**src/sv/pipm_pkg.sv**
```systemverilog
// Shared types and constants for the point-in-polygon margin test.
// Holds the controller states, the command and status structs and the
// multiply-accumulate step table; used by every module of the block.
package pipm_pkg;

	localparam int COORD_BITS_DEF = 16;
	localparam int MARGIN_BITS = 15;
	localparam int NUM_UOPS = 20;
	localparam int UOP_IDX_BITS = $clog2(NUM_UOPS);

	typedef enum logic [2:0] {
		ST_IDLE,
		ST_OPEN,
		ST_CLOSE,
		ST_RUN,
		ST_DRAIN,
		ST_DECIDE,
		ST_EMIT
	} state_t;

	typedef enum logic [3:0] {
		OP_DX,
		OP_DY,
		OP_DX1,
		OP_DY1,
		OP_EX,
		OP_EY,
		OP_MRG,
		OP_DH,
		OP_DL,
		OP_LH,
		OP_LL,
		OP_RH,
		OP_RL
	} op_sel_t;

	typedef enum logic [1:0] {
		ACC_NONE,
		ACC_START,
		ACC_ADD,
		ACC_SUB
	} acc_mode_t;

	typedef enum logic [1:0] {
		SH_0,
		SH_L,
		SH_L1,
		SH_2L
	} shift_t;

	typedef enum logic [2:0] {
		DST_NONE,
		DST_D,
		DST_LEN,
		DST_RN,
		DST_DA,
		DST_DB,
		DST_RR
	} dest_t;

	typedef struct packed {
		op_sel_t   opa;
		op_sel_t   opb;
		acc_mode_t mode;
		shift_t    shift;
		dest_t     dest;
	} uop_t;

	typedef struct packed {
		logic load;
		logic edge_open;
		logic edge_close;
		uop_t uop;
		logic decide;
		logic emit;
	} cmd_t;

	typedef struct packed {
		logic out_busy;
	} dp_status_t;

	localparam uop_t UOP_NOP = '{OP_DX, OP_DX, ACC_NONE, SH_0, DST_NONE};

	// cross term, squared length, margin squared, projection, end distances,
	// then cross term squared minus margin squared times length in limbs
	localparam uop_t UOP_ROM [NUM_UOPS] = '{
		'{OP_DX,  OP_DY1, ACC_START, SH_0,  DST_NONE},
		'{OP_DY,  OP_DX1, ACC_SUB,   SH_0,  DST_D},
		'{OP_DX,  OP_DX,  ACC_START, SH_0,  DST_NONE},
		'{OP_DY,  OP_DY,  ACC_ADD,   SH_0,  DST_LEN},
		'{OP_MRG, OP_MRG, ACC_START, SH_0,  DST_RR},
		'{OP_DX,  OP_DX1, ACC_START, SH_0,  DST_NONE},
		'{OP_DY,  OP_DY1, ACC_ADD,   SH_0,  DST_RN},
		'{OP_DX1, OP_DX1, ACC_START, SH_0,  DST_NONE},
		'{OP_DY1, OP_DY1, ACC_ADD,   SH_0,  DST_NONE},
		'{OP_MRG, OP_MRG, ACC_SUB,   SH_0,  DST_DA},
		'{OP_EX,  OP_EX,  ACC_START, SH_0,  DST_NONE},
		'{OP_EY,  OP_EY,  ACC_ADD,   SH_0,  DST_NONE},
		'{OP_MRG, OP_MRG, ACC_SUB,   SH_0,  DST_DB},
		'{OP_DL,  OP_DL,  ACC_START, SH_0,  DST_NONE},
		'{OP_DH,  OP_DL,  ACC_ADD,   SH_L1, DST_NONE},
		'{OP_DH,  OP_DH,  ACC_ADD,   SH_2L, DST_NONE},
		'{OP_RL,  OP_LL,  ACC_SUB,   SH_0,  DST_NONE},
		'{OP_RL,  OP_LH,  ACC_SUB,   SH_L,  DST_NONE},
		'{OP_RH,  OP_LL,  ACC_SUB,   SH_L,  DST_NONE},
		'{OP_RH,  OP_LH,  ACC_SUB,   SH_2L, DST_NONE}
	};

endpackage

```
**src/sv/pipm_ctrl.sv**
```systemverilog
// Controller of the point-in-polygon margin test: state machine and step
// counter that sequence edge set-up, the shared multiplier and the result.
// Depends on pipm_pkg.
module pipm_ctrl (
	input  logic                  clk,
	input  logic                  arst_n,
	input  logic                  in_valid,
	input  logic                  first_vertex,
	input  logic                  last_vertex,
	output logic                  in_stall,
	input  pipm_pkg::dp_status_t  status,
	output pipm_pkg::cmd_t        cmd
);

	pipm_pkg::state_t state_q, state_d;
	logic [pipm_pkg::UOP_IDX_BITS-1:0] step_q;
	logic last_q;
	logic closing_q;
	logic step_end;

	assign step_end = (step_q == pipm_pkg::UOP_IDX_BITS'(pipm_pkg::NUM_UOPS - 1));

	always_comb begin
		state_d = state_q;
		unique case (state_q)
			pipm_pkg::ST_IDLE: begin
				if (in_valid) begin
					if (!first_vertex) begin
						state_d = pipm_pkg::ST_OPEN;
					end else if (last_vertex) begin
						state_d = pipm_pkg::ST_CLOSE;
					end
				end
			end
			pipm_pkg::ST_OPEN, pipm_pkg::ST_CLOSE: begin
				state_d = pipm_pkg::ST_RUN;
			end
			pipm_pkg::ST_RUN: begin
				if (step_end) begin
					state_d = pipm_pkg::ST_DRAIN;
				end
			end
			pipm_pkg::ST_DRAIN: begin
				state_d = pipm_pkg::ST_DECIDE;
			end
			pipm_pkg::ST_DECIDE: begin
				priority if (last_q && !closing_q) begin
					state_d = pipm_pkg::ST_CLOSE;
				end else if (last_q) begin
					state_d = pipm_pkg::ST_EMIT;
				end else begin
					state_d = pipm_pkg::ST_IDLE;
				end
			end
			pipm_pkg::ST_EMIT: begin
				if (!status.out_busy) begin
					state_d = pipm_pkg::ST_IDLE;
				end
			end
			default: begin
				state_d = pipm_pkg::ST_IDLE;
			end
		endcase
	end

	always_comb begin
		in_stall = (state_q != pipm_pkg::ST_IDLE);
		cmd.load = (state_q == pipm_pkg::ST_IDLE) && in_valid;
		cmd.edge_open = (state_q == pipm_pkg::ST_OPEN);
		cmd.edge_close = (state_q == pipm_pkg::ST_CLOSE);
		cmd.uop = (state_q == pipm_pkg::ST_RUN) ? pipm_pkg::UOP_ROM[step_q] : pipm_pkg::UOP_NOP;
		cmd.decide = (state_q == pipm_pkg::ST_DECIDE);
		cmd.emit = (state_q == pipm_pkg::ST_EMIT) && !status.out_busy;
	end

	always_ff @(posedge clk or negedge arst_n) begin
		if (!arst_n) begin
			state_q <= pipm_pkg::ST_IDLE;
			step_q <= '0;
			last_q <= 1'b0;
			closing_q <= 1'b0;
		end else begin
			state_q <= state_d;
			if (state_q == pipm_pkg::ST_RUN && !step_end) begin
				step_q <= step_q + 1'b1;
			end else begin
				step_q <= '0;
			end
			if (cmd.load) begin
				last_q <= last_vertex;
			end
			if (cmd.edge_open) begin
				closing_q <= 1'b0;
			end else if (cmd.edge_close) begin
				closing_q <= 1'b1;
			end
		end
	end

`ifndef SYNTHESIS
	a_step_idle: assert property (@(posedge clk) disable iff (!arst_n)
		state_q != pipm_pkg::ST_RUN |-> step_q == '0)
		else $error("step counter moved outside the multiply run");

	a_emit_last: assert property (@(posedge clk) disable iff (!arst_n)
		cmd.emit |-> last_q)
		else $error("result emitted for an item that is not a last vertex");

	a_drain_decide: assert property (@(posedge clk) disable iff (!arst_n)
		state_q == pipm_pkg::ST_DRAIN |=> state_q == pipm_pkg::ST_DECIDE)
		else $error("drain not followed by decide");

	a_close_follows: assert property (@(posedge clk) disable iff (!arst_n)
		(state_q == pipm_pkg::ST_DECIDE && last_q && !closing_q)
		|=> state_q == pipm_pkg::ST_CLOSE)
		else $error("closing edge skipped on a last vertex");
`endif

endmodule

```
**src/sv/pipm_dp.sv**
```systemverilog
// Datapath of the point-in-polygon margin test: vertex and query registers,
// edge differences, one shared signed multiplier with a wide accumulator,
// the decision logic and the output register. Depends on pipm_pkg.
module pipm_dp #(
	parameter int COORD_BITS = pipm_pkg::COORD_BITS_DEF
) (
	input  logic                                clk,
	input  logic                                arst_n,
	input  pipm_pkg::cmd_t                      cmd,
	output pipm_pkg::dp_status_t                status,
	input  logic                                first_vertex,
	input  logic signed [COORD_BITS-1:0]        vertex_x,
	input  logic signed [COORD_BITS-1:0]        vertex_y,
	input  logic signed [COORD_BITS-1:0]        query_x,
	input  logic signed [COORD_BITS-1:0]        query_y,
	input  logic [pipm_pkg::MARGIN_BITS-1:0]    margin,
	output logic                                out_valid,
	input  logic                                out_stall,
	output logic                                hit,
	output logic                                odd_crossings,
	output logic                                near_edge
);

	localparam int K = COORD_BITS + 1;
	localparam int L = (K > pipm_pkg::MARGIN_BITS) ? K : pipm_pkg::MARGIN_BITS;
	localparam int PW = 2 * L + 2;
	localparam int AW = 4 * L + 2;

	logic signed [COORD_BITS-1:0] first_x_q, first_y_q, prev_x_q, prev_y_q;
	logic signed [COORD_BITS-1:0] ax_q, ay_q, qx_q, qy_q;
	logic [pipm_pkg::MARGIN_BITS-1:0] mrg_q;
	logic parity_q, near_q;

	logic signed [COORD_BITS-1:0] ea_x, ea_y, eb_x, eb_y;
	logic signed [K-1:0] dx_q, dy_q, dx1_q, dy1_q, ex_q, ey_q;
	logic straddle_q, dy_neg_q;

	pipm_pkg::op_sel_t sel [2];
	logic signed [L:0] opv [2];

	logic signed [PW-1:0] prod_s1;
	pipm_pkg::acc_mode_t mode_s1;
	pipm_pkg::shift_t shift_s1;
	pipm_pkg::dest_t dest_s1;

	logic signed [AW-1:0] term_w, term_sh, base_w, acc_next, acc_q;
	logic signed [PW-1:0] d_q, len_q, rn_q, da_q, db_q, rr_q;
	logic [2*L-1:0] dmag_q;
	logic signed [PW-1:0] d_neg, rl_w;

	logic left_w, len_nz, perp_ok, rn_le0, rl_ge0, da_ok, db_ok, near_now;
	logic out_valid_q;

	assign ea_x = cmd.edge_close ? prev_x_q : ax_q;
	assign ea_y = cmd.edge_close ? prev_y_q : ay_q;
	assign eb_x = cmd.edge_close ? first_x_q : prev_x_q;
	assign eb_y = cmd.edge_close ? first_y_q : prev_y_q;

	always_ff @(posedge clk or negedge arst_n) begin
		if (!arst_n) begin
			first_x_q <= '0;
			first_y_q <= '0;
			prev_x_q <= '0;
			prev_y_q <= '0;
			ax_q <= '0;
			ay_q <= '0;
			qx_q <= '0;
			qy_q <= '0;
			mrg_q <= '0;
			parity_q <= 1'b0;
			near_q <= 1'b0;
		end else begin
			if (cmd.load) begin
				ax_q <= prev_x_q;
				ay_q <= prev_y_q;
				prev_x_q <= vertex_x;
				prev_y_q <= vertex_y;
				if (first_vertex) begin
					first_x_q <= vertex_x;
					first_y_q <= vertex_y;
					qx_q <= query_x;
					qy_q <= query_y;
					mrg_q <= margin;
					parity_q <= 1'b0;
					near_q <= 1'b0;
				end
			end else if (cmd.decide) begin
				parity_q <= parity_q ^ left_w;
				near_q <= near_q | near_now;
			end
		end
	end

	always_ff @(posedge clk) begin
		if (cmd.edge_open || cmd.edge_close) begin
			dx_q <= K'(eb_x) - K'(ea_x);
			dy_q <= K'(eb_y) - K'(ea_y);
			dx1_q <= K'(ea_x) - K'(qx_q);
			dy1_q <= K'(ea_y) - K'(qy_q);
			ex_q <= K'(eb_x) - K'(qx_q);
			ey_q <= K'(eb_y) - K'(qy_q);
			straddle_q <= (ea_y <= qy_q && qy_q < eb_y) || (eb_y <= qy_q && qy_q < ea_y);
			dy_neg_q <= (eb_y < ea_y);
		end
	end

	assign sel[0] = cmd.uop.opa;
	assign sel[1] = cmd.uop.opb;

	always_comb begin
		for (int i = 0; i < 2; i++) begin
			unique case (sel[i])
				pipm_pkg::OP_DX:  opv[i] = (L+1)'(dx_q);
				pipm_pkg::OP_DY:  opv[i] = (L+1)'(dy_q);
				pipm_pkg::OP_DX1: opv[i] = (L+1)'(dx1_q);
				pipm_pkg::OP_DY1: opv[i] = (L+1)'(dy1_q);
				pipm_pkg::OP_EX:  opv[i] = (L+1)'(ex_q);
				pipm_pkg::OP_EY:  opv[i] = (L+1)'(ey_q);
				pipm_pkg::OP_MRG: opv[i] = $signed((L+1)'(mrg_q));
				pipm_pkg::OP_DH:  opv[i] = $signed({1'b0, dmag_q[2*L-1:L]});
				pipm_pkg::OP_DL:  opv[i] = $signed({1'b0, dmag_q[L-1:0]});
				pipm_pkg::OP_LH:  opv[i] = $signed({1'b0, len_q[2*L-1:L]});
				pipm_pkg::OP_LL:  opv[i] = $signed({1'b0, len_q[L-1:0]});
				pipm_pkg::OP_RH:  opv[i] = $signed({1'b0, rr_q[2*L-1:L]});
				pipm_pkg::OP_RL:  opv[i] = $signed({1'b0, rr_q[L-1:0]});
				default:          opv[i] = '0;
			endcase
		end
	end

	always_ff @(posedge clk or negedge arst_n) begin
		if (!arst_n) begin
			mode_s1 <= pipm_pkg::ACC_NONE;
			dest_s1 <= pipm_pkg::DST_NONE;
		end else begin
			mode_s1 <= cmd.uop.mode;
			dest_s1 <= cmd.uop.dest;
		end
	end

	always_ff @(posedge clk) begin
		prod_s1 <= opv[0] * opv[1];
		shift_s1 <= cmd.uop.shift;
	end

	always_comb begin
		term_w = AW'(prod_s1);
		unique case (shift_s1)
			pipm_pkg::SH_0:  term_sh = term_w;
			pipm_pkg::SH_L:  term_sh = term_w <<< L;
			pipm_pkg::SH_L1: term_sh = term_w <<< (L + 1);
			pipm_pkg::SH_2L: term_sh = term_w <<< (2 * L);
		endcase
		base_w = (mode_s1 == pipm_pkg::ACC_START) ? '0 : acc_q;
		acc_next = (mode_s1 == pipm_pkg::ACC_SUB) ? base_w - term_sh : base_w + term_sh;
	end

	always_ff @(posedge clk) begin
		if (mode_s1 != pipm_pkg::ACC_NONE) begin
			acc_q <= acc_next;
			unique case (dest_s1)
				pipm_pkg::DST_NONE: ;
				pipm_pkg::DST_D:    d_q <= acc_next[PW-1:0];
				pipm_pkg::DST_LEN:  len_q <= acc_next[PW-1:0];
				pipm_pkg::DST_RN:   rn_q <= acc_next[PW-1:0];
				pipm_pkg::DST_DA:   da_q <= acc_next[PW-1:0];
				pipm_pkg::DST_DB:   db_q <= acc_next[PW-1:0];
				pipm_pkg::DST_RR:   rr_q <= acc_next[PW-1:0];
				default: ;
			endcase
		end
		dmag_q <= d_q[PW-1] ? d_neg[2*L-1:0] : d_q[2*L-1:0];
	end

	assign d_neg = -d_q;
	assign rl_w = rn_q + len_q;

	always_comb begin
		left_w = straddle_q && (dy_neg_q ? (!d_q[PW-1] && (d_q != '0)) : d_q[PW-1]);
		len_nz = (len_q != '0);
		perp_ok = acc_q[AW-1] || (acc_q == '0);
		rn_le0 = rn_q[PW-1] || (rn_q == '0);
		rl_ge0 = !rl_w[PW-1];
		da_ok = da_q[PW-1] || (da_q == '0);
		db_ok = db_q[PW-1] || (db_q == '0);
		near_now = len_nz && perp_ok &&
			((rn_le0 && rl_ge0) || (!rn_le0 && da_ok) || (!rl_ge0 && db_ok));
	end

	always_ff @(posedge clk or negedge arst_n) begin
		if (!arst_n) begin
			out_valid_q <= 1'b0;
		end else if (cmd.emit) begin
			out_valid_q <= 1'b1;
		end else if (!out_stall) begin
			out_valid_q <= 1'b0;
		end
	end

	always_ff @(posedge clk) begin
		if (cmd.emit) begin
			hit <= parity_q | near_q;
			odd_crossings <= parity_q;
			near_edge <= near_q;
		end
	end

	assign out_valid = out_valid_q;
	assign status.out_busy = out_valid_q && out_stall;

endmodule

```
**src/sv/point_in_polygon_with_margin.sv**
```systemverilog
// Point-in-polygon test with an edge margin, one polygon vertex per item.
// A vertex that is not marked first passes, from acceptance to the next
// acceptance, through edge set-up, 20 products through the one shared signed
// multiplier of at least COORD_BITS+2 bits, a drain of the accumulator and a
// decision. A vertex marked first and not last is only stored; a last vertex
// adds the closing edge and the result. The result register lets the next
// polygon start while a result waits to be taken.
module point_in_polygon_with_margin #(
	parameter int COORD_BITS = pipm_pkg::COORD_BITS_DEF
) (
	input  logic                                clk,
	input  logic                                arst_n,
	input  logic                                in_valid,
	output logic                                in_stall,
	input  logic                                first_vertex,
	input  logic                                last_vertex,
	input  logic signed [COORD_BITS-1:0]        vertex_x,
	input  logic signed [COORD_BITS-1:0]        vertex_y,
	input  logic signed [COORD_BITS-1:0]        query_x,
	input  logic signed [COORD_BITS-1:0]        query_y,
	input  logic [pipm_pkg::MARGIN_BITS-1:0]    margin,
	output logic                                out_valid,
	input  logic                                out_stall,
	output logic                                hit,
	output logic                                odd_crossings,
	output logic                                near_edge
);

	pipm_pkg::cmd_t cmd;
	pipm_pkg::dp_status_t status;

	pipm_ctrl u_ctrl (
		.clk          (clk),
		.arst_n       (arst_n),
		.in_valid     (in_valid),
		.first_vertex (first_vertex),
		.last_vertex  (last_vertex),
		.in_stall     (in_stall),
		.status       (status),
		.cmd          (cmd)
	);

	pipm_dp #(
		.COORD_BITS (COORD_BITS)
	) u_dp (
		.clk           (clk),
		.arst_n        (arst_n),
		.cmd           (cmd),
		.status        (status),
		.first_vertex  (first_vertex),
		.vertex_x      (vertex_x),
		.vertex_y      (vertex_y),
		.query_x       (query_x),
		.query_y       (query_y),
		.margin        (margin),
		.out_valid     (out_valid),
		.out_stall     (out_stall),
		.hit           (hit),
		.odd_crossings (odd_crossings),
		.near_edge     (near_edge)
	);

endmodule
```
**config.mk**
```make
export PLATFORM = sky130hd
export DESIGN_NAME = point_in_polygon_with_margin
export DESIGN_NICKNAME = d
export VERILOG_FILES = /design/src/sv/pipm_pkg.sv /design/src/sv/pipm_ctrl.sv /design/src/sv/pipm_dp.sv /design/src/sv/point_in_polygon_with_margin.sv
export SDC_FILE = /design/constraint.sdc
export NUM_CORES = 2
export LEC_CHECK = 0
export BUFFER_PORTS_ARGS = -buffer_cell sky130_fd_sc_hd__buf_2
export CAP_MARGIN = 10
export CORE_MARGIN = 2
export CORE_UTILIZATION = 60
export CTS_CLUSTER_DIAMETER = 150
export CTS_CLUSTER_SIZE = 12
export DETAILED_ROUTE_END_ITERATION = 8
export GPL_TIMING_DRIVEN = 0
export MAX_ROUTING_LAYER = met4
export PLACE_DENSITY_LB_ADDON = 0.25
export RECOVER_POWER = 50
export SYNTH_ARGS = -nofsm -noshare
export SYNTH_HDL_FRONTEND = slang
export SYNTH_SLANG_ARGS = --single-unit
```
**constraint.sdc**
```tcl
create_clock -name clk -period 17.71 [get_ports clk]
set_clock_uncertainty 0.1 [all_clocks]
set_input_delay 0.8855 -clock clk [delete_from_list [all_inputs] [get_ports clk]]
set_output_delay 0.8855 -clock clk [all_outputs]
set_load 0.01 [all_outputs]
```
# After elaboration in Yosys (flattened, before gate mapping)
# Memory sizes are Yosys's and may differ from the RTL's.
# Cells that the tools add are included.
totals:
  romBits: 480
  memories: 1
  latch_bits: 0
  ram_bits: 0
  register_bits: 624
memory_table:
  columns: ["memory", "depth", "width", "rd", "rd_ports_with_merged_regs", "wr", "line_no", "rtl"]
  rows:
  - ["(name not given)", 32, 15, 1, 0, 0, "pipm_ctrl.sv:71", "cmd.uop = (state_q == pipm_pkg::ST_RUN) ? pipm_pkg::UOP_ROM[step_q] : pipm_pkg::UOP_NOP;"]
op_classes:
  n_lt_le_gt_ge: 6
  n_eq_ne: 48
  n_reduce_logical: 52
  n_mul: 1
  bitwise: 4
  mux: 32
  shift: 0
  add_sub_neg: 11
  n_div: 0
op_table:
  columns: ["operator", "count"]
  rows:
  - ["18-bit case mux with 13 select lines", 2]
  - ["70-bit case mux with 4 select lines", 1]
  - ["70-bit 2-to-1 mux", 2]
  - ["36-bit logical NOT", 3]
  - ["16-bit by 16-bit subtractor with 17-bit output", 6]
  - ["36-bit nonzero test", 2]
  - ["70-bit adder", 1]
  - ["70-bit logical NOT", 1]
  - ["70-bit subtractor", 1]
  - ["16-bit 2-to-1 mux", 4]
  - ["16-bit < comparator", 3]
  - ["15-bit 2-to-1 mux", 3]
  - ["4-bit == test, second input constant", 10]
  - ["36-bit adder", 1]
  - ["18-bit by 18-bit multiplier with 36-bit output", 1]
  - ["34-bit 2-to-1 mux", 1]
  - ["34-bit negation", 1]
  - ["4-bit by 3-bit == test with 1-bit output, second input constant", 8]
  - ["16-bit <= comparator", 2]
  - ["3-bit 2-to-1 mux", 7]
  - ["3-bit == test, second input constant", 6]
  - ["3-bit case mux with 6 select lines", 1]
  - ["4-bit by 2-bit == test with 1-bit output, second input constant", 4]
  - ["2-bit AND reduction", 8]
  - ["other kinds (26)", 75]

# Longest topological paths before layout
logic_depth:
  ltp_word: 10
  mapped_depth: 41
  mapped_depth_nobuf: 37

# By module
# From an unflattened synthesis, not the netlist that was laid out.
hier_totals:
  cells_unflattened: 4770
  hier_area_um2: 48439.0
modules_own_cells:
  columns: ["module", "cells_per_inst", "area_each_um2", "instances"]
  rows:
  - ["pipm_dp", 4638, 47375.4, 1]
  - ["pipm_ctrl", 132, 1063.5, 1]

# Worst setup path after synthesis
# Ideal clock, no wire load.
synth_timing:
  kind: "register -> register"
  start: "register u_ctrl.step_q[1] (netlist name)"
  end: "register u_dp.prod_s1[34]"
  n_path_buf: 5
  path_slack_ns: 8.536
  path_stages_with_launch: 35
  setup_time_ns: 0.072
  t_arrival_ns: 9.001
  cell_sequence: "dfrtp_1 -> clkbuf_1 -> inv_1 -> ha_1 -> and3_1 -> a211o_1 -> buf_2 -> nor4_2 -> clkbuf_1 -> a222oi_1 -> nand3_1 -> clkbuf_1 -> nand2_1 -> fa_1 -> inv_1 -> fa_1 -> fa_1 -> inv_1 -> fa_1 -> inv_1 -> fa_1 -> inv_1 -> fa_1 -> inv_1 -> ha_1 -> clkbuf_1 -> a2111oi_1 -> o41ai_1 -> a21o_1 -> a211o_1 -> o41a_1 -> a2111oi_0 -> o21bai_1 -> a21oi_1 -> xnor2_1"
synth_between:
  elab_chain_len: 8
  elab_cells_between_ends: 34
  cone_classes: "mul (1); eq/ne (24); mux (5); bitwise (1); reduce/logical (2); memory (1)"
synth_lines:
  columns: ["item", "line_no", "rtl"]
  rows:
  - ["start, declared", "pipm_ctrl.sv:16", "logic [pipm_pkg::UOP_IDX_BITS-1:0] step_q;"]
  - ["start signal, assigned", "pipm_ctrl.sv:85", "step_q <= step_q + 1'b1;"]
  - ["5-bit inverter with 6-bit output (not written as such) (*)", "pipm_ctrl.sv:71", null]
  - ["memory read 32 x 15 bit (*)", null, null]
  - ["15-bit 2-to-1 mux (not written as such) (*) (2 in a row)", "pipm_ctrl.sv:71", null]
  - ["15-bit 2-to-1 mux (*)", "pipm_ctrl.sv:71", null]
  - ["4-bit == test, or another cell as far along", "pipm_dp.sv:112", "unique case (sel[i])"]
  - ["18-bit case mux with 13 select lines", "pipm_dp.sv:112", null]
  - ["18-bit by 18-bit multiplier with 36-bit output (*)", "pipm_dp.sv:142", "prod_s1 <= opv[0] * opv[1];"]
  - ["end signal, assigned", "pipm_dp.sv:142", null]
  - ["end, declared", "pipm_dp.sv:41", "logic signed [PW-1:0] prod_s1;"]
# Every way passes the cells marked *; elsewhere a longest branch is shown, timed or not. The select of a mux whose other input is x is not followed.
# A chain may end at the register's enable or synchronous reset.

# Final worst setup path
# Ends and elaborated chain as after synthesis.

==> results.ini <==
[cells_and_area]
drive_gt1_frac = 0.0947
nets = 5704
postLayoutCellArea_sq_mm = 0.0524
syn_to_final_growth_pct = 7.66

[timing]
period_minus_slack_ps = 11940
rsz0062_at_grt = false
final-setup-viol-count = 0
fin_hold_ws_ps = 334
report.final.slew_viol_count = 378
timing.final.hold_violations = 0
setup_tns_ps = 0
achievable-frequency_ghz = 0.0837
slew_headroom = -2.25
period_share = 0.674
worst_slew_pin_slew_ps = 4880

[yosys]
synth_warnings = 0
syn_nets = 5527
synth.ff_latch_count = 624
synthArstFlopShare = 0.258
synth_seq_area_share = 0.353
syn-cell-area_sq_mm = 0.0487
synth-main-ff-cell = edfxtp_1
synth_cells = 4801
avgSynthCellArea_sq_um = 10.1
synth_edf_count = 391
synth.distinct_cells = 110

[global_route]
grt_pass1_wl_microns = 228000
grt_max_degree = 98
grt-ovfl-total = 0
grt_pass1_vias = 37284
grt_use_total = 0.379
antenna_found_initial = 2

[placed_design]
post-dp-hpwl_microns = 120000
placed_area_sq_mm = 0.0509
gp_congestion = 1.05
numPortBuffers = 89

[setup_path]
path_common_cell = fa_1
critPathKind = reg2reg
arrival_ps = 12310
timing.rr.start = u_ctrl.step_q[1]$_DFF_PN0_
cp_max_fo = 10
worst_setup_path_start_kind = register
reg2reg_slack_ps = 5770
crit_slowest_cell = a31oi_1
cp_data_required_time_ps = 18080
timing.critical_path.buf_inv = 9
reg2reg_to = u_dp.prod_s1[34]$_DFF_P_
cp-end-kind = register
max_stage_delay_ps = 920
crit_family = compound AO/OA/AOI/OAI gates
r2r_cells = 34

[route]
routed_wl_microns = 151000
antenna_left = 0
drc = 0
wl_per_cell_microns = 24.9
vias = 38133
dr.first_iter.drc_count = 4191
first_pass_iters = 7
vias_per_cell = 6.26

[run_status]
run_status = finished with violations
failed_checks = max-capacitance violations, max-slew violations

[min_path]
whs_endpoint = u_dp.qx_q[11]$_DFFE_PN0P_
min_delay_path_depth = 2
hold_class = in2reg
min_from = query_x[11]

[run]
cap_violations = 11

[floorplanning]
io_pins = 90
die_h_microns = 289
row_count = 104
dieArea_sq_mm = 0.0834
initial_utilization = 0.605
coreArea_sq_mm = 0.0804
die_x_microns = 289

[clocking]
cts_buffer_depth = 3
cts.sinks = 624
cts_root_buf = clkbuf_16
post_cts_buffers = 0
numCtsBuffers = 57
clk_latency_ps = 680
cts_tree = done
htreeDepth = 2
cts-hold-fix-buffers = 0
ctsResizeCount = 0
cts.clk_slew.worst_paths_ps = 70

## cell usage after synthesis, types with 59 or more instances
cell type  instances  area share
nor3_1            72      0.0074
inv_1            598       0.046
dfxtp_1           72       0.030
xnor2_1          182       0.033
a21oi_1          223       0.023
mux2_2           176       0.041
and2_1           102       0.013
mux2i_1           84       0.017
edfxtp_1         391        0.24
nand2_1          411       0.032
dfrtp_1          161       0.083
ha_1             305       0.078
xor2_1            59       0.011
nor2_1           409       0.032
o21ai_0          157       0.016
nor4_1            64      0.0082
clkbuf_1          97      0.0075
a21o_1            77       0.012
fa_1             336        0.14
## logic make-up (layout without fill, tap and decap cells)
kind of cell               Yosys count  count (layout)  synth area share
adders and majority gates          641             641             0.217
AOI/OAI and AO/OA                  862             862             0.119
other                                0               3                 0
and+or+nand+nor                   1383            1383             0.138
xor gates and xnor gates           242             242            0.0437
buffers and inverters              771             995            0.0625
DFF                                624             624             0.353
muxes                              278             278            0.0667
## registers in the layout, summed over array words and instances (netlist names), 17 cells and up
| name | flops |
|---|---|
| u_dp.ex_q | 17 |
| u_dp.d_q | 36 |
| u_dp.prod_s1 | 36 |
| u_dp.dx1_q | 17 |
| u_dp.acc_q | 70 |
| u_dp.dy1_q | 17 |
| u_dp.len_q | 36 |
| u_dp.dx_q | 17 |
| u_dp.dy_q | 17 |
| u_dp.da_q | 36 |
| u_dp.rr_q | 34 |
| u_dp.db_q | 36 |
| u_dp.ey_q | 17 |
| u_dp.rn_q | 36 |
| u_dp.dmag_q | 34 |
## final cells by class
type,count,area [sq um]
sequential,624,17200
fill,6422,28000
timing repair buffer,118,634
antenna,3,7.51
tap,1060,1330
buffer,172,795
multi-input combinational,3406,28500
clock inverter,3,90.1
inverter,599,2250
clock buffer,103,1600
## metal layers
metal | wire (microns) | up-vias | track usage | share of wire
met3 | 13200 | 405 | 0.0609 | 0.087
li1 | - | 17041 | - | -
met1 | 61100 | 18855 | 0.499 | 0.40
met5 | 0 | - | - | 0
met4 | 7890 | 0 | 0.161 | 0.052
met2 | 69300 | 1832 | 0.586 | 0.46
## metrics by stage
stage,worst slack (ps),cells,utilization
finish,5770,6088,0.652
global route,5500,6086,0.652
CTS,6010,6081,0.654
detailed placement,6080,5975,0.633
global placement,5930,5950,0.627
floorplan,8540,4801,-
## cell usage in the layout, fill, tap and decap left out, types with 101 or more instances in the layout
cell type and n:
and2_1 101, a21oi_1 223, xnor2_1 177, clkbuf_1 165, edfxtp_1 391, o21ai_0 157, ha_1 305, nand2_1 411
fa_1 336, nor2_1 409, inv_1 597, mux2_2 176, buf_2 121, dfrtp_1 161
## worst max-delay path by stage
stage	endpoint	startpoint	slack, ps	depth (start not counted)
6_report	u_dp.prod_s1[34]$_DFF_P_	u_ctrl.step_q[1]$_DFF_PN0_	5770	34
5_1_grt	u_dp.prod_s1[34]$_DFF_P_	u_ctrl.step_q[1]$_DFF_PN0_	5500	34
4_1_cts	u_dp.prod_s1[34]$_DFF_P_	u_ctrl.step_q[1]$_DFF_PN0_	6010	34
3_5_place_dp	u_dp.prod_s1[34]$_DFF_P_	u_ctrl.step_q[1]$_DFF_PN0_	6080	34
3_3_place_gp	u_dp.prod_s1[34]$_DFF_P_	u_ctrl.step_q[1]$_DFF_PN0_	5930	34
2_1_floorplan	u_dp.prod_s1[34]$_DFF_P_	u_ctrl.step_q[1]$_DFF_PN0_	8540	34
Power is not shown: default switching activity piles up to over one toggle a cycle in this logic, so the estimate is an artifact.
